## config.mk

```make
export PLATFORM = sky130hd
export DESIGN_NAME = source_text_tokenizer_core
export DESIGN_NICKNAME = d
export VERILOG_FILES = /design/src/rtl/core/stt_pkg.sv /design/src/rtl/core/source_text_tokenizer_core.sv /design/src/rtl/core/stt_front.sv /design/src/rtl/core/stt_back.sv
export SDC_FILE = /design/constraint.sdc
export NUM_CORES = 1
export LEC_CHECK = 0
export ABC_CLOCK_PERIOD_IN_PS = 6400
export BUFFER_PORTS_ARGS = -buffer_cell sky130_fd_sc_hd__buf_2
export CAP_MARGIN = 0
export CORE_MARGIN = 2
export CORE_UTILIZATION = 25
export DETAILED_ROUTE_END_ITERATION = 10
export PLACE_DENSITY = 0.47
export SETUP_SLACK_MARGIN = 0.05
export SLEW_MARGIN = 20
export SYNTH_ARGS = -nofsm -noshare
export SYNTH_HDL_FRONTEND = slang
export SYNTH_SLANG_ARGS = --single-unit
```

## constraint.sdc

```tcl
create_clock -name clk -period 6.4 [get_ports clk]
set_clock_uncertainty 0.2 [all_clocks]
set_input_delay 1.28 -clock clk [delete_from_list [all_inputs] [get_ports clk]]
set_output_delay 1.28 -clock clk [all_outputs]
set_load 0.02 [all_outputs]
```

## src/rtl/core/stt_pkg.sv

```systemverilog
// ----------------------------------------------------------------------------
// stt_pkg - shared types and constants of the source text tokenizer
// Holds the input and output word types, token kinds and the scanner states.
// ----------------------------------------------------------------------------
package stt_pkg;

	localparam int KIND_W = 4;

	typedef enum logic [KIND_W-1:0] {
		K_WORD      = 4'd0,
		K_STRING    = 4'd1,
		K_INT       = 4'd2,
		K_REAL      = 4'd3,
		K_IMAG      = 4'd4,
		K_ASSIGN    = 4'd5,
		K_ADDASSIGN = 4'd6,
		K_ARROW     = 4'd7,
		K_SYMBOL    = 4'd8,
		K_ERROR     = 4'd9,
		K_END       = 4'd10
	} kind_t;

	typedef enum logic [16:0] {
		S_IDLE    = 17'h00001,
		S_WORD    = 17'h00002,
		S_STRING  = 17'h00004,
		S_SLASH   = 17'h00008,
		S_LINECMT = 17'h00010,
		S_BLOCK   = 17'h00020,
		S_BSTAR   = 17'h00040,
		S_ZERO    = 17'h00080,
		S_INT     = 17'h00100,
		S_HEX     = 17'h00200,
		S_DOT     = 17'h00400,
		S_FRAC    = 17'h00800,
		S_EXP     = 17'h01000,
		S_EXPD    = 17'h02000,
		S_COLON   = 17'h04000,
		S_PLUS    = 17'h08000,
		S_LESS    = 17'h10000
	} scan_t;

	typedef struct packed {
		logic [7:0] text_byte;
		logic       end_of_text;
	} in_word_t;

	typedef struct packed {
		logic [3:0]  token_kind;
		logic [7:0]  symbol_char;
		logic [31:0] start_offset;
		logic [15:0] lexeme_length;
		logic [23:0] line_number;
		logic        last_of_run;
	} out_word_t;

	// Byte classes found by the front part.
	typedef struct packed {
		logic alpha;
		logic digit;
		logic hexd;
		logic under;
		logic quote;
		logic bslash;
		logic slash;
		logic star;
		logic dot;
		logic colon;
		logic plus;
		logic minus;
		logic less;
		logic equal;
		logic nl;
		logic lx;
		logic le;
		logic li;
		logic sym1;
		logic zero;
	} cls_t;

	typedef struct packed {
		logic [7:0] c;
		logic       eot;
		cls_t       cl;
	} item_t;

	function automatic cls_t classify(input logic [7:0] c);
		cls_t r;
		logic [7:0] l;
		l = c | 8'h20;
		r.alpha  = (l >= "a") && (l <= "z");
		r.digit  = (c >= "0") && (c <= "9");
		r.hexd   = r.digit || ((l >= "a") && (l <= "f"));
		r.under  = c == "_";
		r.quote  = c == 8'h22;
		r.bslash = c == 8'h5c;
		r.slash  = c == "/";
		r.star   = c == "*";
		r.dot    = c == ".";
		r.colon  = c == ":";
		r.plus   = c == "+";
		r.minus  = c == "-";
		r.less   = c == "<";
		r.equal  = c == "=";
		r.nl     = c == 8'h0a;
		r.lx     = l == "x";
		r.le     = l == "e";
		r.li     = c == "i";
		r.zero   = c == "0";
		r.sym1   = (c == ";") || (c == ",") || (c == "=") || (c == "-") || (c == "*")
			|| (c == "(") || (c == ")") || (c == "[") || (c == "]") || (c == "{")
			|| (c == "}");
		return r;
	endfunction

endpackage

```

## src/rtl/core/source_text_tokenizer_core.sv

```systemverilog
// ----------------------------------------------------------------------------
// source_text_tokenizer_core - byte-serial lexer top level
// Front classifier, two-entry queue and lexer automaton with result queue.
// ----------------------------------------------------------------------------
// Usage:
//  The input channel takes one word per cycle: a source byte, or an end
//  marker. The output channel gives tokens with kind, symbol byte, start
//  offset, length (saturating) and line; last_of_run marks the final token
//  caused by one input word. One input word gives zero, one or two tokens.
//  An input word is classified as it is registered into the input queue;
//  the automaton steps on the queue head and registers its tokens into the
//  result queue, which drives the output. Throughput: one input word per
//  cycle while the result queue has room, set by the single automaton step;
//  output is one token per cycle, so runs of two-token words slow intake.
//  A four-entry result queue holds tokens while the receiver stalls; the
//  automaton steps only when two entries are free, and the two-entry input
//  queue then fills and raises stall.
//  Reset clears the scanner to idle, offset 0, line 1, both queues empty.
// ----------------------------------------------------------------------------
module source_text_tokenizer_core #(
	parameter int LENGTH_WIDTH = 16,
	parameter int LINE_WIDTH   = 24,
	parameter int OFFSET_WIDTH = 32
) (
	input  logic               clk,
	input  logic               arst_n,
	input  logic               in_valid,
	output logic               in_stall,
	input  stt_pkg::in_word_t  in_word,
	output logic               out_valid,
	input  logic               out_stall,
	output stt_pkg::out_word_t out_word
);
	import stt_pkg::*;

	logic  q_valid, q_pop;
	item_t q_item;

	stt_front u_front (
		.clk      (clk),
		.arst_n   (arst_n),
		.in_valid (in_valid),
		.in_stall (in_stall),
		.in_word  (in_word),
		.q_valid  (q_valid),
		.q_pop    (q_pop),
		.q_item   (q_item)
	);

	stt_back #(
		.LENGTH_WIDTH (LENGTH_WIDTH),
		.LINE_WIDTH   (LINE_WIDTH),
		.OFFSET_WIDTH (OFFSET_WIDTH)
	) u_back (
		.clk       (clk),
		.arst_n    (arst_n),
		.q_valid   (q_valid),
		.q_pop     (q_pop),
		.q_item    (q_item),
		.out_valid (out_valid),
		.out_stall (out_stall),
		.out_word  (out_word)
	);
endmodule

```

## src/rtl/core/stt_front.sv

```systemverilog
// ----------------------------------------------------------------------------
// stt_front - input stage and classifier
// Registers accepted bytes with their character classes into a two-entry queue.
// ----------------------------------------------------------------------------
module stt_front (
	input  logic             clk,
	input  logic             arst_n,
	input  logic             in_valid,
	output logic             in_stall,
	input  stt_pkg::in_word_t in_word,
	output logic             q_valid,
	input  logic             q_pop,
	output stt_pkg::item_t   q_item
);
	import stt_pkg::*;

	item_t      buf_q [2];
	logic       rd_q, wr_q;
	logic [1:0] cnt_q;
	logic       push;

	assign in_stall = cnt_q == 2'd2;
	assign push     = in_valid && !in_stall;
	assign q_valid  = cnt_q != 2'd0;
	assign q_item   = buf_q[rd_q];

	always_ff @(posedge clk) begin
		if (push) begin
			buf_q[wr_q].c   <= in_word.text_byte;
			buf_q[wr_q].eot <= in_word.end_of_text;
			buf_q[wr_q].cl  <= classify(in_word.text_byte);
		end
	end

	always_ff @(posedge clk or negedge arst_n) begin
		if (!arst_n) begin
			rd_q  <= 1'b0;
			wr_q  <= 1'b0;
			cnt_q <= 2'd0;
		end else begin
			if (push) wr_q <= !wr_q;
			if (q_pop) rd_q <= !rd_q;
			cnt_q <= cnt_q + {1'b0, push} - {1'b0, q_pop};
		end
	end

	assert property (@(posedge clk) disable iff (!arst_n) cnt_q <= 2'd2)
		else $error("queue count out of range");
	assert property (@(posedge clk) disable iff (!arst_n) q_pop |-> q_valid)
		else $error("pop from empty queue");
	assert property (@(posedge clk) disable iff (!arst_n)
		(cnt_q == 2'd0) |-> (rd_q == wr_q))
		else $error("empty queue pointers differ");
endmodule

```

## src/rtl/core/stt_back.sv

```systemverilog
// ----------------------------------------------------------------------------
// stt_back - lexer automaton and result queue
// Steps the scanner once per item and posts up to two tokens to a small queue.
// ----------------------------------------------------------------------------
module stt_back #(
	parameter int LENGTH_WIDTH = 16,
	parameter int LINE_WIDTH   = 24,
	parameter int OFFSET_WIDTH = 32
) (
	input  logic              clk,
	input  logic              arst_n,
	input  logic              q_valid,
	output logic              q_pop,
	input  stt_pkg::item_t    q_item,
	output logic              out_valid,
	input  logic              out_stall,
	output stt_pkg::out_word_t out_word
);
	import stt_pkg::*;

	localparam logic [LENGTH_WIDTH-1:0] LenMax = '1;
	localparam logic [LINE_WIDTH-1:0]   LineMax = '1;

	scan_t                   st_q;
	logic [OFFSET_WIDTH-1:0] start_q, pos_q;
	logic [LENGTH_WIDTH-1:0] len_q;
	logic [LINE_WIDTH-1:0]   line_q;
	logic                    esc_q;

	out_word_t  obuf_q [4];
	logic [1:0] ord_q, owr_q;
	logic [2:0] ocnt_q;

	// next-state values of one step
	scan_t                   st_n;
	logic [OFFSET_WIDTH-1:0] start_n;
	logic [LENGTH_WIDTH-1:0] len_n;
	logic [LINE_WIDTH-1:0]   line_n;
	logic                    esc_n;
	logic                    e0, e1;
	out_word_t               r0, r1;
	logic                    rescan;
	kind_t                   fk;
	logic [7:0]              fs;
	logic                    fe;
	logic [7:0]              c;
	cls_t                    k;
	logic [OFFSET_WIDTH-1:0] pos_inc;

	assign c       = q_item.c;
	assign k       = q_item.cl;
	assign pos_inc = pos_q + {{(OFFSET_WIDTH-1){1'b0}}, 1'b1};

	function automatic out_word_t mk(input kind_t kd, input logic [7:0] s,
		input logic [OFFSET_WIDTH-1:0] so, input logic [LENGTH_WIDTH-1:0] ln,
		input logic [LINE_WIDTH-1:0] li);
		out_word_t w;
		w = '0;
		w.token_kind    = kd;
		w.symbol_char   = s;
		w.start_offset  = 32'(so);
		w.lexeme_length = 16'(ln);
		w.line_number   = 24'(li);
		return w;
	endfunction

	function automatic logic [LENGTH_WIDTH-1:0] inc_len(input logic [LENGTH_WIDTH-1:0] v);
		return (v == LenMax) ? v : v + {{(LENGTH_WIDTH-1){1'b0}}, 1'b1};
	endfunction

	// pending token ended by a non-matching byte
	always_comb begin
		fe = 1'b1;
		fs = 8'd0;
		fk = K_WORD;
		case (st_q)
			S_WORD: fk = K_WORD;
			S_STRING, S_BLOCK, S_BSTAR: fk = K_ERROR;
			S_SLASH: begin fk = K_SYMBOL; fs = "/"; end
			S_ZERO, S_INT, S_HEX: fk = K_INT;
			S_DOT: begin fk = K_SYMBOL; fs = "."; end
			S_FRAC, S_EXP, S_EXPD: fk = K_REAL;
			S_COLON: begin fk = K_SYMBOL; fs = ":"; end
			S_PLUS: begin fk = K_SYMBOL; fs = "+"; end
			S_LESS: begin fk = K_SYMBOL; fs = "<"; end
			default: fe = 1'b0;
		endcase
	end

	always_comb begin
		logic [LINE_WIDTH-1:0] ln_inc;
		logic                  nl_line;
		st_n    = st_q;
		start_n = start_q;
		len_n   = len_q;
		line_n  = line_q;
		esc_n   = esc_q;
		e0      = 1'b0;
		e1      = 1'b0;
		r0      = '0;
		r1      = '0;
		rescan  = 1'b0;
		nl_line = 1'b0;
		if (q_item.eot) begin
			if (fe) begin
				e0 = 1'b1;
				r0 = mk(fk, fs, start_q, len_q, line_q);
				e1 = 1'b1;
				r1 = mk(K_END, 8'd0, pos_q, '0, line_q);
			end else begin
				e0 = 1'b1;
				r0 = mk(K_END, 8'd0, pos_q, '0, line_q);
			end
			st_n  = S_IDLE;
			esc_n = 1'b0;
		end else begin
			case (st_q)
				S_WORD: begin
					if (k.alpha || k.digit || k.under) len_n = inc_len(len_q);
					else rescan = 1'b1;
				end
				S_STRING: begin
					len_n = inc_len(len_q);
					nl_line = k.nl;
					if (esc_q) esc_n = 1'b0;
					else if (k.bslash) esc_n = 1'b1;
					else if (k.quote) begin
						e0 = 1'b1;
						st_n = S_IDLE;
					end
				end
				S_SLASH: begin
					if (k.slash) st_n = S_LINECMT;
					else if (k.star) begin
						len_n = inc_len(len_q);
						st_n = S_BLOCK;
					end else rescan = 1'b1;
				end
				S_LINECMT: begin
					if (k.nl) begin
						st_n = S_IDLE;
						rescan = 1'b1;
					end
				end
				S_BLOCK, S_BSTAR: begin
					len_n = inc_len(len_q);
					nl_line = k.nl;
					if (st_q == S_BSTAR && k.slash) st_n = S_IDLE;
					else st_n = k.star ? S_BSTAR : S_BLOCK;
				end
				S_ZERO, S_INT: begin
					if (st_q == S_ZERO && k.lx) begin
						len_n = inc_len(len_q);
						st_n = S_HEX;
					end else if (k.digit) begin
						len_n = inc_len(len_q);
						st_n = S_INT;
					end else if (k.dot) begin
						len_n = inc_len(len_q);
						st_n = S_FRAC;
					end else if (k.le) begin
						len_n = inc_len(len_q);
						st_n = S_EXP;
					end else if (k.li) begin
						len_n = inc_len(len_q);
						e0 = 1'b1;
						st_n = S_IDLE;
					end else rescan = 1'b1;
				end
				S_HEX: begin
					if (k.hexd) len_n = inc_len(len_q);
					else rescan = 1'b1;
				end
				S_DOT: begin
					if (k.digit) begin
						len_n = inc_len(len_q);
						st_n = S_FRAC;
					end else rescan = 1'b1;
				end
				S_FRAC: begin
					if (k.digit) len_n = inc_len(len_q);
					else if (k.le) begin
						len_n = inc_len(len_q);
						st_n = S_EXP;
					end else rescan = 1'b1;
				end
				S_EXP, S_EXPD: begin
					if (st_q == S_EXP && (k.plus || k.minus)) begin
						len_n = inc_len(len_q);
						st_n = S_EXPD;
					end else if (k.digit) begin
						len_n = inc_len(len_q);
						st_n = S_EXPD;
					end else if (k.li) begin
						len_n = inc_len(len_q);
						e0 = 1'b1;
						st_n = S_IDLE;
					end else rescan = 1'b1;
				end
				S_COLON, S_PLUS, S_LESS: begin
					if ((st_q == S_COLON && k.equal) || (st_q == S_PLUS && k.equal)
						|| (st_q == S_LESS && k.minus)) begin
						len_n = inc_len(len_q);
						e0 = 1'b1;
						st_n = S_IDLE;
					end else rescan = 1'b1;
				end
				default: rescan = 1'b1;
			endcase
			// token finished inside the state: kind follows the state
			if (e0) begin
				case (st_q)
					S_STRING: r0 = mk(K_STRING, 8'd0, start_q, len_n, line_q);
					S_COLON: r0 = mk(K_ASSIGN, 8'd0, start_q, len_n, line_q);
					S_PLUS: r0 = mk(K_ADDASSIGN, 8'd0, start_q, len_n, line_q);
					S_LESS: r0 = mk(K_ARROW, 8'd0, start_q, len_n, line_q);
					default: r0 = mk(K_IMAG, 8'd0, start_q, len_n, line_q);
				endcase
			end
			// a string token carries the line after its own newline bump
			ln_inc = (line_q == LineMax) ? line_q
				: line_q + {{(LINE_WIDTH-1){1'b0}}, 1'b1};
			if (nl_line) begin
				line_n = ln_inc;
				r0.line_number = 24'(ln_inc);
			end
			if (rescan) begin
				// flush of the pending token (not after a line comment)
				if (st_q != S_LINECMT && fe) begin
					e0 = 1'b1;
					r0 = mk(fk, fs, start_q, len_q, line_q);
				end
				esc_n = 1'b0;
				st_n = S_IDLE;
				start_n = pos_q;
				len_n = {{(LENGTH_WIDTH-1){1'b0}}, 1'b1};
				if (k.alpha || k.under) st_n = S_WORD;
				else if (k.quote) st_n = S_STRING;
				else if (k.slash) st_n = S_SLASH;
				else if (k.sym1) begin
					if (e0) begin
						e1 = 1'b1;
						r1 = mk(K_SYMBOL, c, pos_q, len_n, line_q);
					end else begin
						e0 = 1'b1;
						r0 = mk(K_SYMBOL, c, pos_q, len_n, line_q);
					end
				end else if (k.zero) st_n = S_ZERO;
				else if (k.digit) st_n = S_INT;
				else if (k.dot) st_n = S_DOT;
				else if (k.colon) st_n = S_COLON;
				else if (k.plus) st_n = S_PLUS;
				else if (k.less) st_n = S_LESS;
				else if (k.nl) line_n = ln_inc;
			end
		end
		if (e1) r1.last_of_run = 1'b1;
		else r0.last_of_run = 1'b1;
	end

	// room for two results keeps the step atomic
	assign q_pop     = q_valid && (ocnt_q <= 3'd2);
	assign out_valid = ocnt_q != 3'd0;
	assign out_word  = obuf_q[ord_q];

	logic opop;
	assign opop = out_valid && !out_stall;

	always_ff @(posedge clk) begin
		if (q_pop && e0) obuf_q[owr_q] <= r0;
		if (q_pop && e1) obuf_q[owr_q + 2'd1] <= r1;
	end

	always_ff @(posedge clk or negedge arst_n) begin
		if (!arst_n) begin
			st_q    <= S_IDLE;
			start_q <= '0;
			len_q   <= '0;
			pos_q   <= '0;
			line_q  <= {{(LINE_WIDTH-1){1'b0}}, 1'b1};
			esc_q   <= 1'b0;
			ord_q   <= '0;
			owr_q   <= '0;
			ocnt_q  <= '0;
		end else begin
			if (q_pop) begin
				st_q    <= st_n;
				start_q <= start_n;
				len_q   <= len_n;
				line_q  <= line_n;
				esc_q   <= esc_n;
				if (!q_item.eot) pos_q <= pos_inc;
			end
			owr_q  <= owr_q + (q_pop ? {1'b0, e0} + {1'b0, e1} : 2'd0);
			ord_q  <= ord_q + {1'b0, opop};
			ocnt_q <= ocnt_q + (q_pop ? {2'b0, e0} + {2'b0, e1} : 3'd0) - {2'b0, opop};
		end
	end

	assert property (@(posedge clk) disable iff (!arst_n) ocnt_q <= 3'd4)
		else $error("result queue overflow");
	assert property (@(posedge clk) disable iff (!arst_n) $onehot(st_q))
		else $error("scanner state not one-hot");
	assert property (@(posedge clk) disable iff (!arst_n)
		(q_pop && q_item.eot) |=> (st_q == S_IDLE))
		else $error("scanner not idle after end of text");
	assert property (@(posedge clk) disable iff (!arst_n)
		(line_q != '0))
		else $error("line count reached zero");
endmodule

```

==> impl_metrics.tcl, run 1 <==
set metrics [dict create \
    synthArstFlopShare_pct 25.0 \
    path_delay_family "simple AND/OR/NAND/NOR gates" \
    max_freq_ghz 0.190 \
    cts_buffers 66 \
    groute.usage.overall_pct 16.2 \
    grt_pass1_wl_um 136000 \
    synth_ff_type "edfxtp_1" \
    cts.clk_slew.worst_paths_ns 0.05 \
    cts_buffer_depth 3 \
    wl_per_cell_um 23.9 \
    crit_top_cell "buf_4" \
    ys_types 96 \
    startpoint_type "flip-flop" \
    period_share_pct 82.3 \
    avgViaCountPerCell 5.30 \
    antenna_found_initial 5 \
    final-max-slew-violation-count 0 \
    crit_slowest_cell "or4_1" \
    num_vias 20100 \
    dp_slack_ns 1.19 \
    cts_setup_buffers 0 \
    drtIter0Drc 1798 \
    layout_common_cells "330 x edfxtp_1, 189 x nand2_1, 173 x a22o_1" \
    io-pin-count 100 \
    die_area_sq_um 110000 \
    place_area_sq_um 29000 \
    relSlewSlack_pct 22.5 \
    setup_viol 0 \
    syn-num-nets 2322 \
    grt_overflow_total 0 \
    p_leak_uw 0.0113 \
    drive_gt1_share_pct 20.0 \
    yosysSeqAreaShare_pct 54.2 \
    chipWidth_um 332 \
    core_area_sq_um 107000 \
    area_growth_pct 16.2 \
    final_area_sq_um 31300 \
    htree_levels 3 \
    dieHeight_um 332 \
    portBuffers 99 \
    cts_hold_buf 0 \
    avgSynthCellArea_sq_um 11.7 \
    max_slew.worst_pin.slew_ns 1.13 \
    hpwl_um 61600 \
    path_cells "or4_1 -> nor4_4 -> nand3_2 -> and3_1 -> and2_1 -> a221o_2 -> o21ai_4 -> buf_4 -> nor2_2 -> buf_4 -> a22o_1" \
    slowest_delay_ns 0.73 \
    rsz0062_at_grt "false" \
    end_kind "flip-flop" \
    path_class "flip-flop to flip-flop" \
    powerDensity_nw_per_um2 408 \
    grt_pass1_vias 20100 \
    outcome "completed" \
    cts-root-buf "clkbuf_16" \
    clk-insertion-delay-late_ns 0.64 \
    cap_viol_max_count 0 \
    cts_resized 0 \
    syn_area_sq_um 26900 \
    dr.pass1.iters 5 \
    post-route-min-period_ns 5.27 \
    drc 0 \
    synth_edf_count 330 \
    nFillCells 11000 \
    detail-route-antenna-nets 0 \
    initial_core_util_pct 25.2 \
    routed_wl_um 90800 \
    cp_data_arrival_time_ns 5.43 \
    finalHoldViolCount 0 \
    crit_path_max_fanout 36 \
    gp_congestion 0.912 \
    cp.required_ns 6.57 \
    cts_tree "built" \
    yosys_warnings 0 \
    nets 2365 \
    peakVddDrop_mv 0.274 \
    synthCells 2297 \
    grt_max_degree 56 \
    hold_path.class "flip-flop to flip-flop" \
    crit_buf_inv 2 \
    clock_sinks 531 \
    synth-seq-cells 531 \
    fin_ws_ns 1.13 \
    mostFrequentLayoutCell "edfxtp_1" \
    fin_setup_tns_ns 0 \
    rows 120 \
]
==> synthesized netlist by cell type (10+ instances only) <==
cell type,n,area share [%]
edfxtp_1,330,37
nand2_1,193,2.7
a22o_1,173,5.6
o21ai_0,147,2.7
dfrtp_1,131,12
nand3_1,131,2.4
clkbuf_1,109,1.5
nor2_1,101,1.4
mux4_2,85,7.1
dfxtp_1,68,5.1
nor3_1,67,1.2
buf_2,52,0.97
xnor2_1,50,1.6
o22ai_1,45,1.0
a21oi_1,42,0.78
mux2_2,40,1.7
and3_1,37,0.86
nand4_1,31,0.72
mux2i_1,28,1.0
inv_1,26,0.36
buf_1,24,0.33
xor2_1,24,0.78
o31ai_1,21,0.59
or3_1,20,0.46
nor4_1,19,0.44
o21ai_1,16,0.30
and2_1,15,0.35
nand2b_1,14,0.33
a21oi_2,13,0.42
or2_2,13,0.30
a211oi_1,12,0.33
and4_1,11,0.36
ha_1,11,0.51
a21o_1,10,0.28
a22oi_1,10,0.28
nor2b_1,10,0.23
==> final cells by class <==
type / instances / area, sq um / area share [%]
timing repair buffer: 168 / 1070 / 3.42
clock inverter: 31 / 347 / 1.11
inverter: 27 / 101 / 0.324
antenna: 1 / 2.50 / 0.00800
clock buffer: 88 / 1910 / 6.10
sequential: 531 / 14600 / 46.7
multi-input combinational: 1546 / 11500 / 36.7
tap: 1403 / 1760 / 5.61
==> layer usage <==
layer | vias to the layer above | global-route usage, % | wire length, um
met2 | 683 | 26.6 | 43100
met3 | 153 | 2.49 | 4640
met4 | 2 | 4.54 | 2290
li1 | 9010 | - | -
met1 | 10300 | 22.0 | 40800
met5 | - | 0 | 12
==> registers in the layout, summed over array words and instances, names as in the netlist, 2 cells and up <==
register        flops
u_back.len_q       16
u_back.line_q      24
u_back.obuf_q     340
u_back.ocnt_q       3
u_back.ord_q        2
u_back.owr_q        2
u_back.pos_q       32
u_back.st_q        17
u_back.start_q     32
u_front.buf_q      58
u_front.cnt_q       2
==> kinds of logic (layout without fill, tap and decap cells) <==
logic type | after synthesis | after routing | synth area share [%]
adders and majority gates | 12 | 12 | 0.585
xor gates and xnor gates | 74 | 74 | 2.41
and+or+nand+nor | 715 | 715 | 13.6
DFF | 531 | 531 | 54.2
buffers and inverters | 220 | 314 | 3.47
muxes | 153 | 153 | 9.82
AOI/OAI and AO/OA | 592 | 592 | 15.9
other | 0 | 1 | 0
==> stage by stage <==
| step | utilization (%) | total power, uW | instances | hold slack [ns] |
|---|---|---|---|---|
| after CTS | 29.3 | 12900 | 3794 | 0.260 |
| after global routing | 29.3 | 13400 | 3794 | 0.281 |
| after detailed placement | 27.2 | 9020 | 3675 | 0.253 |
| after floorplan | - | 7190 | 2297 | 0.236 |
| final | 29.3 | 12800 | 3795 | 0.255 |
| after global placement | 27.2 | 9010 | 3675 | 0.248 |
==> power by group <==
group          leakage (uW)  internal, uW  switching [uW]
combinational       0.00457          1400            2990
clock               0.00111          2320            1540
sequential          0.00558          4110             401
==> path summary, 6_finish.rpt <==
kind / startpoint / to / slack, ns / depth (start not counted)
max in group asynchronous: arst_n / u_back.ord_q[0] / 4.37 / 2
setup reg to reg: u_back.st_q[8] / u_back.obuf_q[0][48] / 1.13 / 11
min in group asynchronous: arst_n / u_back.line_q[21] / 0.41 / 1
hold reg to reg: u_back.obuf_q[0][83] / u_back.obuf_q[0][83] / 0.26 / 2
hold / removal: u_back.obuf_q[0][83] / u_back.obuf_q[0][83] / 0.26 / 2
setup / recovery: u_back.st_q[8] / u_back.obuf_q[0][48] / 1.13 / 11
==> worst register-to-register path, stage by stage, from the launching register on <==
cell	delay, ns
dfrtp_1	0.50
or4_1	0.73
nor4_4	0.48
nand3_2	0.26
and3_1	0.32
and2_1	0.30
a221o_2	0.52
o21ai_4	0.57
buf_4	0.52
nor2_2	0.08
buf_4	0.30
a22o_1	0.26
(Power assumes the default switching activity.)
==> run 2: changes to the inputs <==
ABC_CLOCK_PERIOD_IN_PS = 4900   (was 6400)
clock period = 4.9 ns   (was 6.4 ns; I/O delays follow)
==> run 2 against run 1 <==
Compared with the run above: clock power up 21%; non-clock buffer count up 82; first-iteration DRC count down 5.7%; cell area up 2.1%; sequential power up 29%; final cell count up 2.1%; worst hold slack worse by 0.059 ns; critical path type unchanged.
==> impl_metrics.tcl, run 2 (synthesis gave the netlist of run 1 again) <==
set metrics [dict create \
    clkPwrFrac_pct 27.8 \
    hpwl_um 64000 \
    finalHoldViolCount 0 \
    place_area_sq_um 29900 \
    drive_gt1_share_pct 22.4 \
    startpoint_type "flip-flop" \
    clk-insertion-delay-late_ns 0.65 \
    fin_ws_ns 0.241 \
    cts_hold_buf 0 \
    avgViaCountPerCell 5.32 \
    powerDensity_nw_per_um2 524 \
    nFillCells 11000 \
    final_area_sq_um 32000 \
    drtIter0Drc 1696 \
    portBuffers 99 \
    swShare_pct 38.7 \
    num_vias 20600 \
    cap_viol_max_count 0 \
    grt_max_degree 71 \
    switchingPower_uw 6480 \
    cp.required_ns 5.09 \
    relSlewSlack_pct 17.4 \
    cts_tree "built" \
    rows 120 \
    cts_buffers 61 \
    period_share_pct 95.1 \
    largest_registers "u_back.obuf_q: 340 flops, u_front.buf_q: 58 flops" \
    groute.usage.overall_pct 16.3 \
    routed_wl_um 92300 \
    nets 2442 \
    final-max-slew-violation-count 0 \
    outcome "completed" \
    max_slew.worst_pin.slew_ns 1.20 \
    cts.clk_slew.worst_paths_ns 0.06 \
    grt_pass1_vias 20700 \
    gp_congestion 0.914 \
    regMostFlops "u_back.obuf_q" \
    p_leak_uw 0.0116 \
    end_kind "flip-flop" \
    max_freq_ghz 0.215 \
    die_area_sq_um 110000 \
    dp_slack_ns 0.153 \
    cts_buffer_depth 3 \
    wl_per_cell_um 23.8 \
    drc 0 \
    clock_sinks 531 \
    dr.pass1.iters 6 \
    cp_data_arrival_time_ns 4.85 \
    intPower_uw 10300 \
    area_growth_pct 18.6 \
    io-pin-count 100 \
    setup_viol 0 \
    peakVddDrop_mv 0.332 \
    rsz0062_at_grt "false" \
    htree_levels 2 \
    whs_ns 0.197 \
    core_area_sq_um 107000 \
    dieHeight_um 332 \
    hold_path.class "input port to async pin" \
    antenna_found_initial 4 \
    combPwrFrac_pct 37.3 \
    chipWidth_um 332 \
    path_class "flip-flop to flip-flop" \
    fin_setup_tns_ns 0 \
    cts-root-buf "clkbuf_16" \
    largest_register_ffs 340 \
    p_seq_share_pct 34.9 \
    crit_path_max_fanout 23 \
    grt_overflow_total 0 \
    detail-route-antenna-nets 0 \
    grt_pass1_wl_um 138000 \
    mostFrequentLayoutCell "edfxtp_1" \
    post-route-min-period_ns 4.66 \
    r2r_slack_ns 0.24 \
    layout_common_cells "330 x edfxtp_1, 189 x nand2_1, 173 x a22o_1" \
    initial_core_util_pct 25.2 \
]
[run 2: changes by cell type in the layout (fill, tap and decap cells not counted), moves of 2 or more]
cell and change:
buf_12 +20, buf_4 +62, clkbuf_16 -8, clkinv_1 +3, clkinvlp_4 +3, nor3_2 +2
nor3_4 -2
[run 2: area by class of cell]
cell class	instances	area, sq um	area share [%]
diodes	1	2.50	0.00783
clock buffers	80	1700	5.33
clock inverters	35	363	1.14
inverters	27	101	0.317
multi-input cells	1546	11500	35.9
flip-flops and latches	531	14600	45.7
well taps	1403	1760	5.49
repair buffers	250	1940	6.06
[run 2: worst max-delay path, stage by stage, from the launching register on]
cell and delay [ns]:
dfrtp_2 0.46, buf_4 0.36, buf_4 0.36, nor2_1 0.09
a2bb2oi_1 0.53, or3_1 0.20, nand4_1 0.31, a2111oi_2 0.59
o221a_2 0.30, o21ai_0 0.12, a211oi_2 0.57, buf_4 0.22
o21ai_0 0.08
[run 2: final timing paths]
check,from,end,cells after the start
hold / removal,arst_n,u_back.line_q[23],1
max in group asynchronous,arst_n,u_back.start_q[14],2
setup reg to reg,u_front.rd_q,u_back.obuf_q[3][25],12
min in group clk,u_back.obuf_q[3][35],u_back.obuf_q[3][35],2
setup / recovery,u_front.rd_q,u_back.obuf_q[3][25],12
hold reg to reg,u_back.obuf_q[3][35],u_back.obuf_q[3][35],2
[run 2: layer usage]
metal | global-route usage [%] | wire (um) | share of wire [%]
met4 | 5.54 | 3150 | 3.4
met2 | 26.5 | 43100 | 47
met3 | 2.20 | 4960 | 5.4
met5 | 0 | 13 | 0.014
met1 | 22.2 | 41100 | 44
[run 2: timing repair]
item | 4_1_cts | 5_1_grt
gates resized for setup | 0 | 1
setup buffers | 0 | 0
hold endpoints to repair | 0 | 0
setup endpoints to repair | 0 | 4
[run 2: metrics by stage]
step | util (%) | instances | total power, uW
3_3_place_gp | 28.0 | 3757 | 12200
5_1_grt | 29.9 | 3872 | 17500
2_1_floorplan | - | 2297 | 9380
3_5_place_dp | 28.0 | 3757 | 12200
6_report | 29.9 | 3873 | 16700
4_1_cts | 29.9 | 3872 | 16900
[run 2: power groups by stage]
stage | combinational [uW] | clock, uW | sequential [uW]
floorplan | 3760 | 0 | 5620
finish | 6240 | 4660 | 5830
global route | 6610 | 4930 | 5920
CTS | 6270 | 4760 | 5840
detailed placement | 6260 | 0 | 5930
global placement | 6290 | 0 | 5900
